File: src/design/itch_pkg.sv
// Package: message type table, field layouts and shared types for the ITCH field extractor.
package itch_pkg;

    localparam int NumTypes = 23;
    localparam int MaxFields = 18;   // 3 header + 15 body
    localparam int DataW = 8;
    localparam int ValueW = 64;
    localparam int FieldIdxW = 5;
    localparam int FieldBytesW = 4;
    localparam int TypeIdxW = 5;
    localparam int QueueDepth = 4;

    // Classified item passed from the front to the back.
    typedef struct packed {
        logic       bad;       // unknown type letter, emit an error result
        logic       is_type;   // type letter starting a message, no result
        logic [7:0] data;
    } t_item;

    typedef struct packed {
        logic [7:0]             msg_type;
        logic [FieldIdxW-1:0]   field_index;
        logic [ValueW-1:0]      field_value;
        logic [FieldBytesW-1:0] field_bytes;
        logic                   last_field;
        logic                   bad_type;
    } t_result;

    // Type letter lookup; returns found flag and table index.
    function automatic logic [TypeIdxW:0] find_type(input logic [7:0] letter);
        logic [TypeIdxW:0] r;
        r = '0;
        unique case (letter)
            8'h53: r = {1'b1, 5'd0};   // S
            8'h52: r = {1'b1, 5'd1};   // R
            8'h48: r = {1'b1, 5'd2};   // H
            8'h59: r = {1'b1, 5'd3};   // Y
            8'h4C: r = {1'b1, 5'd4};   // L
            8'h56: r = {1'b1, 5'd5};   // V
            8'h57: r = {1'b1, 5'd6};   // W
            8'h4B: r = {1'b1, 5'd7};   // K
            8'h4A: r = {1'b1, 5'd8};   // J
            8'h68: r = {1'b1, 5'd9};   // h
            8'h41: r = {1'b1, 5'd10};  // A
            8'h46: r = {1'b1, 5'd11};  // F
            8'h45: r = {1'b1, 5'd12};  // E
            8'h43: r = {1'b1, 5'd13};  // C
            8'h58: r = {1'b1, 5'd14};  // X
            8'h44: r = {1'b1, 5'd15};  // D
            8'h55: r = {1'b1, 5'd16};  // U
            8'h50: r = {1'b1, 5'd17};  // P
            8'h51: r = {1'b1, 5'd18};  // Q
            8'h42: r = {1'b1, 5'd19};  // B
            8'h49: r = {1'b1, 5'd20};  // I
            8'h4E: r = {1'b1, 5'd21};  // N
            8'h4F: r = {1'b1, 5'd22};  // O
            default: r = '0;
        endcase
        return r;
    endfunction

    // Layout per type: width of field k, 0 past the end. 4 bits per field.
    function automatic logic [FieldBytesW-1:0] width_of(input logic [TypeIdxW-1:0] t,
                                                        input logic [FieldIdxW-1:0] k);
        logic [MaxFields*4-1:0] row;
        logic [FieldBytesW-1:0] w;
        row = '0;
        unique case (t)
            5'd0:  row = 72'h1_6_2_2;
            5'd1:  row = 72'h1_4_1_1_1_1_1_2_1_1_4_1_1_8_6_2_2;
            5'd2:  row = 72'h4_1_1_8_6_2_2;
            5'd3:  row = 72'h1_8_6_2_2;
            5'd4:  row = 72'h1_1_1_8_4_6_2_2;
            5'd5:  row = 72'h8_8_8_6_2_2;
            5'd6:  row = 72'h1_6_2_2;
            5'd7:  row = 72'h4_1_4_8_6_2_2;
            5'd8:  row = 72'h4_4_4_4_8_6_2_2;
            5'd9:  row = 72'h1_1_8_6_2_2;
            5'd10: row = 72'h4_8_4_1_8_6_2_2;
            5'd11: row = 72'h4_4_8_4_1_8_6_2_2;
            5'd12: row = 72'h8_4_8_6_2_2;
            5'd13: row = 72'h4_1_8_4_8_6_2_2;
            5'd14: row = 72'h4_8_6_2_2;
            5'd15: row = 72'h8_6_2_2;
            5'd16: row = 72'h4_4_8_8_6_2_2;
            5'd17: row = 72'h8_4_8_4_1_8_6_2_2;
            5'd18: row = 72'h1_8_4_8_8_6_2_2;
            5'd19: row = 72'h8_6_2_2;
            5'd20: row = 72'h1_1_4_4_4_8_1_8_8_6_2_2;
            5'd21: row = 72'h1_8_6_2_2;
            5'd22: row = 72'h4_4_8_4_4_4_1_8_6_2_2;
            default: row = '0;
        endcase
        w = '0;
        if (k < 5'(MaxFields)) begin
            w = row[k*4 +: 4];
        end
        return w;
    endfunction

endpackage

File: src/design/itch_fifo.sv
// Short queue between front and back.
module itch_fifo #(
    parameter int Depth = itch_pkg::QueueDepth
) (
    input  logic            i_clk,
    input  logic            i_rst_n,
    input  logic            i_valid,
    output logic            o_ready,
    input  itch_pkg::t_item i_item,
    output logic            o_valid,
    input  logic            i_ready,
    output itch_pkg::t_item o_item
);
    localparam int AW = (Depth > 1) ? $clog2(Depth) : 1;
    itch_pkg::t_item r_mem [Depth];
    logic [AW-1:0] r_wp, r_rp;
    logic [AW:0]   r_cnt;
    logic w_push, w_pop;

    assign o_ready = r_cnt != (AW+1)'(Depth);
    assign o_valid = r_cnt != '0;
    assign o_item  = r_mem[r_rp];
    assign w_push  = i_valid && o_ready;
    assign w_pop   = o_valid && i_ready;

    always_ff @(posedge i_clk) begin
        if (w_push) r_mem[r_wp] <= i_item;
    end

    always_ff @(posedge i_clk) begin
        if (!i_rst_n) begin
            r_wp <= '0; r_rp <= '0; r_cnt <= '0;
        end else begin
            if (w_push) r_wp <= (r_wp == AW'(Depth-1)) ? '0 : r_wp + 1'b1;
            if (w_pop)  r_rp <= (r_rp == AW'(Depth-1)) ? '0 : r_rp + 1'b1;
            r_cnt <= r_cnt + (AW+1)'(w_push) - (AW+1)'(w_pop);
        end
    end

`ifndef SYNTHESIS
    a_cnt_range: assert property (@(posedge i_clk) disable iff (!i_rst_n)
        r_cnt <= (AW+1)'(Depth)) else $error("queue count overflow");
    a_no_over: assert property (@(posedge i_clk) disable iff (!i_rst_n)
        r_cnt == (AW+1)'(Depth) |-> !w_push) else $error("push into full queue");
    a_no_under: assert property (@(posedge i_clk) disable iff (!i_rst_n)
        r_cnt == '0 |-> !w_pop) else $error("pop from empty queue");
`endif
endmodule

File: config.mk
export PLATFORM = sky130hd
export DESIGN_NAME = itch_fifo
export DESIGN_NICKNAME = d
export VERILOG_FILES = /design/src/design/itch_pkg.sv /design/src/design/itch_fifo.sv
export SDC_FILE = /design/constraint.sdc
export NUM_CORES = 1
export LEC_CHECK = 0
export ABC_AREA = 1
export BUFFER_PORTS_ARGS = -buffer_cell sky130_fd_sc_hd__buf_2
export CORE_MARGIN = 5
export CORE_UTILIZATION = 55
export CTS_CLUSTER_SIZE = 14
export DETAILED_ROUTE_END_ITERATION = 12
export PLACE_DENSITY = 0.81
export SYNTH_ARGS = -nofsm -noshare
export SYNTH_HDL_FRONTEND = slang
export SYNTH_SLANG_ARGS = --single-unit
File: constraint.sdc
create_clock -name i_clk -period 2.55 [get_ports i_clk]
set_input_delay 0.255 -clock i_clk [delete_from_list [all_inputs] [get_ports i_clk]]
set_output_delay 0.255 -clock i_clk [all_outputs]
set_load 0.02 [all_outputs]
# Yosys cells after proc, flatten, opt, wreduce, memory -nomap -nowiden
# Memories as Yosys holds them, arrays and structs flattened. A register that Yosys moved wholly into a read port is not among the register bits.
# Cells that the tools add are included.
# op_classes
n_addsub,4
mul,0
n_div,0
n_lt_le_gt_ge,0
eq_ne,3
n_shift,0
mux,6
bitwise,0
reduce_logical,3
# ops
op,count
two-way mux 2 bit,4
adder 2 x 1 -> 2 bit (second input constant),2
== test 2 bit (second input constant),2
adder 3 x 1 -> 3 bit,1
inequality test 3 bit (second input constant),1
nonzero test 3 bit,1
subtractor 3 x 1 -> 3 bit,1
logical AND 1 bit,2
two-way mux 1 bit,2
# word_totals
register_bits,7
latch_bits,0
mem_bits_rw,40
romBits,0
out_inout_bits,12
wordCells,20
mem_count,1
# memory_table
name,depth,width,read_ports,rd_clocked_by_memory_dff,write_ports,line,text
r_mem,4,10,1,1,1,itch_fifo.sv:15,itch_pkg::t_item r_mem [Depth];

# Longest topological paths before layout
# Gate-level depths: netlist of run 1.
# logic_depth
depth_word,4
ltp_mapped,12
mapped_depth_nobuf,12

# Worst setup path after synthesis of run 1
# OpenSTA, ideal clock, no wires.
# synth_path
kind,reg2reg
start,register r_cnt[1]
end,register r_cnt[2]
setup_ns,0.113
arrival_time_ns,1.724
required_ns,2.437
setup_slack_ns,0.713
stages_incl_launch_ff,13
path_buffers,0
cell_sequence,dfxtp_1 > nor2_4 > nand2_4 > nand2_4 > ha_1 > inv_1 > ha_1 > inv_1 > fa_1 > inv_1 > nand2_1 > nand2_1 > nor2_1
# synth_via
elab_chain_cells,4
elab_cells_between_ends,6
classes_between,add/sub (2); eq/ne (1); reduce/logical (3)
# synth_lines
element,line,text
from (decl),itch_fifo.sv:17,logic [AW:0] r_cnt;
from (signal assigned),itch_fifo.sv:36,r_cnt <= r_cnt + (AW+1)'(w_push) - (AW+1)'(w_pop);
inequality test 3 bit,itch_fifo.sv:20,assign o_ready = r_cnt != (AW+1)'(Depth);
named net o_ready,itch_fifo.sv:8,"output logic o_ready,"
logical AND 1 bit,itch_fifo.sv:23,assign w_push = i_valid && o_ready;
adder 3 x 1 -> 3 bit,itch_fifo.sv:36,
subtractor 3 x 1 -> 3 bit,itch_fifo.sv:36,
# The timed path passes the listed nets, and every way through them passes these cells.
# A chain may end at the register's enable or synchronous reset.

==> flow_summary.json, run 1 <==
{
  "status": "completed",
  "end_kind": "output port",
  "setup_tns_ns": 0,
  "via_per_inst": 5.360,
  "nFillCells": 274,
  "period_share": 0.8405,
  "grt_pass1_wl_mm": 6.127,
  "cts_sinks": 49,
  "syn-num-nets": 182,
  "clk_latency_ns": 0.36,
  "die_h_um": 70.18,
  "cp.required_ns": 2.30,
  "cts-buffers-inserted": 5,
  "port_buffers": 25,
  "avgRoutedWirePerCell_um": 15.30,
  "final_layout_size_suffix_gt1_frac": 0.2435,
  "grt.total_usage": 0.1648,
  "core_area_sq_mm": 0.003416,
  "dieArea_sq_mm": 0.004925,
  "p_comb_frac": 0.348,
  "firstDrtPassIters": 4,
  "synth_edf_count": 40,
  "final.min_clock_period_ns": 2.143,
  "start_util": 0.5832,
  "swShare": 0.3615,
  "pwr-share-seq": 0.454,
  "n_antenna_cell": 0,
  "worst_pin_slew_ns": 0.5581,
  "max-cap-violations": 0,
  "finalNetCount": 214,
  "dp.cells": 231,
  "h-tree-depth": 2,
  "peakVddDrop_uv": 478.5,
  "syn_area_per_cell_sq_um": 12.45,
  "grt_max_degree": 22,
  "dp.final_hpwl_mm": 2.525,
  "setup_violations": 0,
  "internal_power_mw": 1.508,
  "drt_iter0_markers": 62,
  "p_leak_nw": 0.8929,
  "synth-main-ff-cell": "edfxtp_1",
  "vias": 1281,
  "area_growth_pct": 14.38,
  "grt-ovfl-total": 0,
  "syn-instance-count": 160,
  "hp-class": "in2reg",
  "critPathTopFamily": "buffers and inverters",
  "arrival_ns": 1.89,
  "worstSetupStartpointType": "register",
  "yosys_warnings": 0,
  "cts_root_buf": "clkbuf_4",
  "fin_skew_ns": 0.01488,
  "max_stage_delay_ns": 0.44,
  "clk_pin_slew_ns": 0.14,
  "crit_path_max_fanout": 21,
  "layout_commonest_cell": "edfxtp_1",
  "power_density_mw_per_mm2": 1037,
  "p_switching_uw": 853.9,
  "post_cts_resized": 0,
  "syn_area_sq_mm": 0.001992,
  "pin_count": 26,
  "rows": 21,
  "synth_seq_cells": 49,
  "fin_cells": 239,
  "ctsHoldBuffers": 0,
  "ctsLongestPathBuffers": 2,
  "critical_path_class": "reg2out",
  "ant_nets": 0,
  "critPathBufInv": 3,
  "p_clk_frac": 0.198,
  "grt_antenna_before_repair": 0,
  "drt_wl_total_mm": 3.656,
  "final-hold-violation-count": 0,
  "synth.distinct_cells": 23,
  "cts_tree": "yes",
  "drc": 0,
  "crit_path_cell_trace": "buf_4, inv_1, o21ai_0, o22ai_1, buf_2",
  "yosysSeqAreaShare": 0.6935,
  "grt_pass1_vias": 1359,
  "post_cts_buffers": 0,
  "slew_viol_final": 0,
  "final_cell_mix": "edfxtp_1 (40), nor2_1 (33), buf_2 (25)",
  "power_mw": 2.362,
  "cp_slowest_cell": "inv_1",
  "fmax_ghz": 0.4666,
  "rsz0062_at_grt": "false",
  "gp_routability_congestion": 0.7198,
  "relSlewSlack": 0.6275,
  "die_x_um": 70.18,
  "synthArstFlopShare": 0
}
## synth_stat cells (all sizes together) (2+ instances only)
library cell  count  share of area
nand3b            2         0.0075
inv              14          0.026
o21ai            20          0.050
clkbuf            3         0.0063
o22ai            10          0.031
edfxtp           40           0.60
ha                7          0.044
dfxtp             9          0.090
nor2             36          0.074
buf               2         0.0050
nand2            11          0.030
## sequential cells by signal, indices dropped and copies added (netlist names), named ones only
name	count
r_wp	2
r_cnt	3
r_rp	2
r_mem	40
## cell type report
cell class                      count  area [sq um]  area share
Multi-Input combinational cell     92         535.5      0.2350
Timing Repair Buffer               30         162.7     0.07139
Sequential cell                    49          1381      0.6063
Clock buffer                        6         51.30     0.02252
Clock inverter                      2         37.54     0.01647
Inverter                           14         52.55     0.02306
Tap cell                           46         57.56     0.02526
## power groups by stage
stage,Sequential [mW],Combinational [mW],Clock [mW]
after floorplan,1.06,0.586,0
after global placement,1.08,0.783,0
after detailed placement,1.09,0.836,0
after CTS,1.07,0.836,0.479
after global routing,1.08,0.922,0.527
final,1.07,0.823,0.468
## per-stage QoR
step                hold WS [ns]  worst slack [ns]  instance area [sq um]  utilization
global route             0.06372            0.2341                   2278       0.6670
detailed placement        0.4777            0.6038                   2190       0.6410
CTS                      0.08365            0.3755                   2278       0.6670
global placement          0.4634            0.7203                   2190       0.6410
floorplan                 0.3526            0.7129                   1992            -
finish                    0.1061            0.4068                   2278       0.6670
## per-layer routing
layer / vias up / track usage / wire, um
met4: 0 / 0.07872 / 80
met2: 25 / 0.2991 / 1991
met5: - / 0 / 0
met3: 6 / 0.04878 / 140
li1: 619 / - / -
met1: 631 / 0.1727 / 1443
## worst paths after layout
kind                              from                     to  slack [ns]  depth (start not counted)
hold / removal               i_item[7]  r_mem[0][7]$_DFFE_PP_        0.11                          1
setup / recovery              register              o_item[3]        0.41                          5
hold reg to reg   r_rp[1]$_SDFFE_PN0N_               register        0.54                          2
setup reg to reg   r_cnt[1]$_SDFF_PN0_    r_cnt[2]$_SDFF_PN0_        0.60                         12
## kinds of logic (layout without fill, tap and decap cells)
logic type,after synthesis,in the layout,synth area share
flip-flops,49,49,0.6935
adder cells (fa/ha/maj),8,8,0.05402
AND/OR/NAND/NOR,51,51,0.1168
buffers and inverters,19,52,0.03769
AO/OA/AOI/OAI,32,32,0.09359
XOR/XNOR,1,1,0.004398
(Power assumes the default switching activity.)
==> run 2: changes to the inputs <==
--- a/config.mk
+++ b/config.mk
@@ -5,13 +5,13 @@
 export SDC_FILE = /design/constraint.sdc
 export NUM_CORES = 1
 export LEC_CHECK = 0
-export ABC_AREA = 1
+export ABC_AREA = 0
 export BUFFER_PORTS_ARGS = -buffer_cell sky130_fd_sc_hd__buf_2
 export CORE_MARGIN = 5
 export CORE_UTILIZATION = 55
 export CTS_CLUSTER_SIZE = 14
 export DETAILED_ROUTE_END_ITERATION = 12
-export PLACE_DENSITY = 0.81
+export PLACE_DENSITY = 0.82
 export SYNTH_ARGS = -nofsm -noshare
 export SYNTH_HDL_FRONTEND = slang
 export SYNTH_SLANG_ARGS = --single-unit
==> constraint.sdc (replaced) <==
create_clock -name i_clk -period 2.2 [get_ports i_clk]
set_input_delay 0.22 -clock i_clk [delete_from_list [all_inputs] [get_ports i_clk]]
set_output_delay 0.22 -clock i_clk [all_outputs]
set_load 0.02 [all_outputs]
==> run 2 against run 1 <==
  * The flow now finishes with violations (negative setup slack)
  * Combinational power is 3.8% lower
  * First-iteration DRC count down 21%
  * Via count shrank 25%
  * Final cell count fell by 22%
  * Synthesized area shrank 3.4%
  * Sequential share of layout area is 0.70 points higher
  * Global-route usage fell by 2.8 points
  * Clock power down 18%
  * Non-clock buffer count up 3
  * Critical path type is now reg2reg
  * Largest cell class unchanged
  * Highest routed layer unchanged
==> flow_summary.json, run 2 <==
{
  "gp_routability_congestion": 0.7522,
  "hp-class": "in2reg",
  "syn-instance-count": 104,
  "dp.cells": 178,
  "finalNetCount": 162,
  "h-tree-depth": 2,
  "regMostFlops": "r_mem",
  "via_per_inst": 5.166,
  "p_comb_frac": 0.332,
  "cts_tree": "yes",
  "core_area_sq_mm": 0.003363,
  "die_x_um": 69.15,
  "syn_area_sq_mm": 0.001924,
  "max-cap-violations": 0,
  "whs_ns": 0.07165,
  "internal_power_mw": 1.646,
  "final-hold-violation-count": 0,
  "grt_max_degree": 16,
  "p_switching_uw": 735.9,
  "worstSetupStartpointType": "register",
  "ctsHoldBuffers": 0,
  "cp.required_ns": 2.46,
  "power_mw": 2.382,
  "ctsLongestPathBuffers": 2,
  "dp.final_hpwl_mm": 2.104,
  "layout_commonest_cell": "edfxtp_1",
  "met1_usage": 0.1600,
  "use_met2": 0.2309,
  "cts_sinks": 49,
  "pin_count": 26,
  "n_antenna_cell": 0,
  "syn-num-nets": 126,
  "fin_cells": 187,
  "synth.distinct_cells": 26,
  "largest_reg_flops": 40,
  "swShare": 0.3090,
  "fin_util": 0.6715,
  "worst_pin_slew_ns": 0.5371,
  "use_met3": 0.04942,
  "synth-main-ff-cell": "edfxtp_1",
  "yosysSeqAreaShare": 0.7178,
  "reg_top3": "r_mem x40, r_cnt x3",
  "final.min_clock_period_ns": 2.218,
  "crit_path_max_fanout": 2,
  "yosys_warnings": 0,
  "place_ws_ns": -0.09474,
  "syn_area_per_cell_sq_um": 18.50,
  "finalWorstSetupSlack_ns": -0.01752,
  "cts_root_buf": "clkbuf_4",
  "end_kind": "register",
  "synth_area_leader_cell": "edfxtp_1",
  "fin_skew_ns": 0.007509,
  "relSlewSlack": 0.6420,
  "arrival_ns": 2.48,
  "drt_wl_total_mm": 2.979,
  "status": "finished with violations",
  "firstDrtPassIters": 3,
  "grt_pass1_vias": 1045,
  "synth_top_area_share": 0.6242,
  "vias": 966,
  "critical_path_class": "reg2reg",
  "rows": 21,
  "yosys.cell_count.top_type": "edfxtp_1",
  "port_buffers": 25,
  "grt.total_usage": 0.1371,
  "start_util": 0.5722,
  "peakVddDrop_uv": 605.9,
  "p_clk_frac": 0.162,
  "ys_top_cells_by_area": "edfxtp_1 (62%), mux4_2 (12%), dfxtp_1 (9.4%)",
  "rsz0062_at_grt": "true",
  "pwr-share-seq": 0.506,
  "power_density_mw_per_mm2": 1055,
  "clk_pin_slew_ns": 0.13,
  "clk_latency_ns": 0.36,
  "cts-buffers-inserted": 5,
  "period_share": 1.008,
  "synth_seq_cells": 49,
  "setup_violations": 1,
  "area_growth_pct": 17.36,
  "synth_edf_count": 40,
  "dieArea_sq_mm": 0.004782,
  "grt_antenna_before_repair": 0,
  "final_layout_size_suffix_gt1_frac": 0.4681,
  "final_cell_mix": "edfxtp_1 (40), buf_2 (25), mux4_2 (10)",
  "gr-max-usage-layer": "met2",
  "grt-ovfl-total": 0,
  "synthTopCellsByCount": "edfxtp_1 (40), mux4_2 (10), dfxtp_1 (9)",
  "p_leak_nw": 0.8224,
  "failed_checks": "negative setup slack",
  "die_h_um": 69.15,
  "synthArstFlopShare": 0,
  "drc": 0,
  "avgRoutedWirePerCell_um": 15.93,
  "ant_nets": 0,
  "fmax_ghz": 0.4510,
  "grt_pass1_wl_mm": 4.961,
  "slew_viol_final": 0,
  "drt_iter0_markers": 49
}
==> run 2: changes by cell type in the layout (fill, tap and decap cells not counted), sizes merged, moves of 2 or more <==
cell and change:
buf +3, mux4 +10, inv -8, nand2 -6
nand3b -2, o22ai -10, and2 +3, and3 +4
nor2 -34, clkinv +3, o21ai -17
==> run 2: power groups by stage <==
| stage | Sequential, mW | Combinational (mW) | Clock (mW) |
|---|---|---|---|
| floorplan | 1.19 | 0.515 | 0 |
| global placement | 1.22 | 0.703 | 0 |
| detailed placement | 1.23 | 0.717 | 0 |
| CTS | 1.21 | 0.791 | 0.400 |
| global route | 1.22 | 0.868 | 0.437 |
| finish | 1.20 | 0.792 | 0.386 |
==> run 2: logic make-up (layout without fill, tap and decap cells) <==
logic type,count (synthesis),count (layout),share of synthesized area
compound gates,4,4,0.01170
xor+xnor,2,2,0.009104
fa+ha+maj,8,8,0.05592
buf+inv,10,47,0.02405
flops,49,49,0.7178
mux,11,11,0.1222
simple gates,20,20,0.05917
==> run 2: metrics by stage <==
stage          instance area [sq um]  TNS [ns]
2_1_floorplan                   1929  -0.09612
3_3_place_gp                    2141  -0.01320
3_5_place_dp                    2141  -0.09474
4_1_cts                         2251  -0.05741
5_1_grt                         2258  -0.09969
6_report                        2258  -0.01752
==> run 2: worst max-delay path, cell delays in order, from the launching register on <==
cell,delay [ns]
dfxtp_2,0.35
or3b_4,0.39
and2_4,0.16
inv_4,0.05
ha_4,0.20
inv_4,0.05
ha_4,0.11
inv_2,0.03
fa_2,0.36
xnor2_2,0.15
xnor2_1,0.12
and2_1,0.15
==> run 2: final timing paths <==
| path | start | end | slack [ns] | depth (start not counted) |
|---|---|---|---|---|
| hold / removal | i_item[6] | r_mem[2][6]$_DFFE_PP_ | 0.07 | 1 |
| setup / recovery | r_cnt[0]$_SDFF_PN0_ | r_cnt[2]$_SDFF_PN0_ | -0.02 | 11 |
| hold reg to reg | r_wp[0]$_SDFFE_PN0P_ | r_wp[0]$_SDFFE_PN0P_ | 0.51 | 2 |
| setup reg to reg | r_cnt[0]$_SDFF_PN0_ | r_cnt[2]$_SDFF_PN0_ | -0.02 | 11 |
==> run 2: routing by layer <==
metal / up-vias / wire length (um)
met5: - / 0
met4: 0 / 52
met3: 7 / 155
met2: 18 / 1544
met1: 474 / 1226
li1: 467 / -
==> run 2: final cells by class <==
class / count / area [sq um]
Inverter: 6 / 27.53
Fill cell: 257 / 1105
Clock buffer: 5 / 37.54
Timing Repair Buffer: 33 / 185.2
Tap cell: 46 / 57.56
Sequential cell: 49 / 1385
Clock inverter: 3 / 17.52
Multi-Input combinational cell: 45 / 548.0
==> run 2: timing repair <==
| item | CTS | global route |
|---|---|---|
| endpoints found under the setup margin | 1 | 1 |
| buffers inserted | 1 | 0 |
| pin swaps | 7 | 6 |
| resized for setup | 10 | 3 |
==> run 3: changes to the inputs <==
--- a/config.mk
+++ b/config.mk
@@ -6,12 +6,12 @@
 export NUM_CORES = 1
 export LEC_CHECK = 0
 export ABC_AREA = 0
-export BUFFER_PORTS_ARGS = -buffer_cell sky130_fd_sc_hd__buf_2
+export BUFFER_PORTS_ARGS = -buffer_cell sky130_fd_sc_hd__buf_4
 export CORE_MARGIN = 5
-export CORE_UTILIZATION = 55
+export CORE_UTILIZATION = 37
 export CTS_CLUSTER_SIZE = 14
 export DETAILED_ROUTE_END_ITERATION = 12
-export PLACE_DENSITY = 0.82
+export PLACE_DENSITY = 0.6
 export SYNTH_ARGS = -nofsm -noshare
 export SYNTH_HDL_FRONTEND = slang
 export SYNTH_SLANG_ARGS = --single-unit
==> run 3 against run 2 <==
  * The flow now finishes without violations
  * Sequential cell count unchanged
  * Global-route usage decreased by 3.0 points
  * First-iteration DRC count increased by 71%
  * Sequential power about the same
  * Die area increased by 41%
  * Total power increased by 8.5%
  * Cell area increased by 5.2%
  * Critical endpoint unchanged
  * Worst setup slack improved by 0.045 ns
  * Non-clock buffer count decreased by 1
  * Hold slack improved by 0.050 ns
  * Register-to-register slack improved by 0.05 ns
  * Clock-buffer cell count increased by 3
==> flow_summary.json, run 3 (same netlist as run 2, synthesis figures left out) <==
{
  "status": "completed",
  "crit_path_max_fanout": 2,
  "hp-class": "in2reg",
  "grt-ovfl-total": 0,
  "arrival_ns": 2.36,
  "peakVddDrop_uv": 545.5,
  "grt_pass1_wl_mm": 5.181,
  "final_layout_size_suffix_gt1_frac": 0.4500,
  "multiInputGateArea_sq_um": 548.0,
  "fin_util": 0.4679,
  "whs_ns": 0.1217,
  "layout_commonest_cell": "edfxtp_1",
  "via_per_inst": 4.719,
  "avgRoutedWirePerCell_um": 15.48,
  "dp.final_hpwl_mm": 2.225,
  "drt_iter0_markers": 84,
  "max-cap-violations": 0,
  "n_antenna_cell": 0,
  "drt_wl_total_mm": 3.251,
  "fin_cells": 210,
  "max_stage_delay_ns": 0.39,
  "fmax_ghz": 0.4604,
  "gp_routability_congestion": 0.6664,
  "crit_path_cell_trace": "or3b_4, and2_4, inv_2, ha_4, inv_4, ha_4, inv_2, fa_2, xnor2_2, xnor2_1, and2_1",
  "period_share": 0.9874,
  "final.min_clock_period_ns": 2.172,
  "finalNetCount": 161,
  "finalWorstSetupSlack_ns": 0.02777,
  "largest_reg_flops": 40,
  "grt_antenna_before_repair": 0,
  "fin_skew_ns": 0.008608,
  "grt_pass1_vias": 1028,
  "worstSetupStartpointType": "register",
  "drc": 0,
  "nFillCells": 458,
  "ctsLongestPathBuffers": 2,
  "setup_tns_ns": 0,
  "die_x_um": 82.12,
  "start_util": 0.3792,
  "regMostFlops": "r_mem",
  "slew_viol_final": 0,
  "die_h_um": 82.12,
  "end_kind": "register",
  "critical_path_class": "reg2reg",
  "worst_pin_slew_ns": 0.5530,
  "grt.total_usage": 0.1074,
  "cts_tree": "yes",
  "final_cell_mix": "edfxtp_1 (40), buf_4 (32), mux4_2 (10)",
  "place_ws_ns": -0.05878,
  "dp.cells": 201,
  "dieArea_sq_mm": 0.006743,
  "relSlewSlack": 0.6313,
  "area_growth_pct": 23.41,
  "rows": 26,
  "cts-buffers-inserted": 5,
  "port_buffers": 25,
  "final-hold-violation-count": 0,
  "dpl_cell_area_sq_mm": 0.002226,
  "cts_sinks": 49,
  "critPathBufInv": 3,
  "cp.required_ns": 2.38,
  "power_mw": 2.584,
  "rsz0062_at_grt": "true",
  "pin_count": 26,
  "firstDrtPassIters": 4,
  "clk_pin_slew_ns": 0.08,
  "clk_latency_ns": 0.29,
  "h-tree-depth": 2,
  "vias": 991,
  "power_density_mw_per_mm2": 1088,
  "core_area_sq_mm": 0.005075,
  "setup_violations": 0,
  "p_leak_nw": 0.8529,
  "grt_max_degree": 15,
  "ant_nets": 0,
  "reg_top3": "r_mem x40, r_cnt x3",
  "cts_root_buf": "clkbuf_8",
  "stdcell_area_sq_mm": 0.002375,
  "ff_latch_area_sq_mm": 0.001384,
  "critPathTopFamily": "adder cells",
  "cp_slowest_cell": "or3b_4"
}
run 3: what timing repair did:
item                                    4_1_cts  5_1_grt
pin swaps                                     8        1
gates resized for setup                       9        2
endpoints found under the setup margin        1        1
hold buffers                                  0        0
setup buffers                                 1        0
run 3: layer usage:
metal  GRT usage  share of wire
met1      0.1290           0.41
met2      0.1721           0.50
met3     0.04881          0.079
met4     0.03488          0.013
met5           0              0
run 3: final timing paths:
check                                          start                     to  slack (ns)  depth (start not counted)
worst max-delay path             r_cnt[1]$_SDFF_PN0_    r_cnt[2]$_SDFF_PN0_        0.03                         11
worst min-delay path                       i_item[2]  r_mem[1][2]$_DFFE_PP_        0.12                          1
worst max register to register   r_cnt[1]$_SDFF_PN0_    r_cnt[2]$_SDFF_PN0_        0.03                         11
worst min register to register  r_wp[0]$_SDFFE_PN0P_   r_wp[0]$_SDFFE_PN0P_        0.51                          2
run 3: worst register-to-register path, delay by kind of cell (launching register included):
kind | cells | cell delay [ns]
xor gates and xnor gates | 2 | 0.25
adders and majority gates | 3 | 0.67
buffers and inverters | 3 | 0.14
DFF | 1 | 0.33
and+or+nand+nor | 3 | 0.66
run 3: report_power, final:
| part | internal, mW | total, mW | switching, mW |
|---|---|---|---|
| Sequential | 1.13 | 1.19 | 0.0548 |
| Clock | 0.256 | 0.521 | 0.264 |
| Combinational | 0.445 | 0.875 | 0.430 |
| Total | 1.84 | 2.58 | 0.749 |
run 3: layout make-up:
| cell class | instances | share of cell area |
|---|---|---|
| sequential | 49 | 0.5827 |
| multi-input combinational | 45 | 0.2308 |
| timing repair buffer | 32 | 0.1012 |
| clock buffer | 8 | 0.03793 |
| tap | 70 | 0.03688 |
| inverter | 6 | 0.01054 |
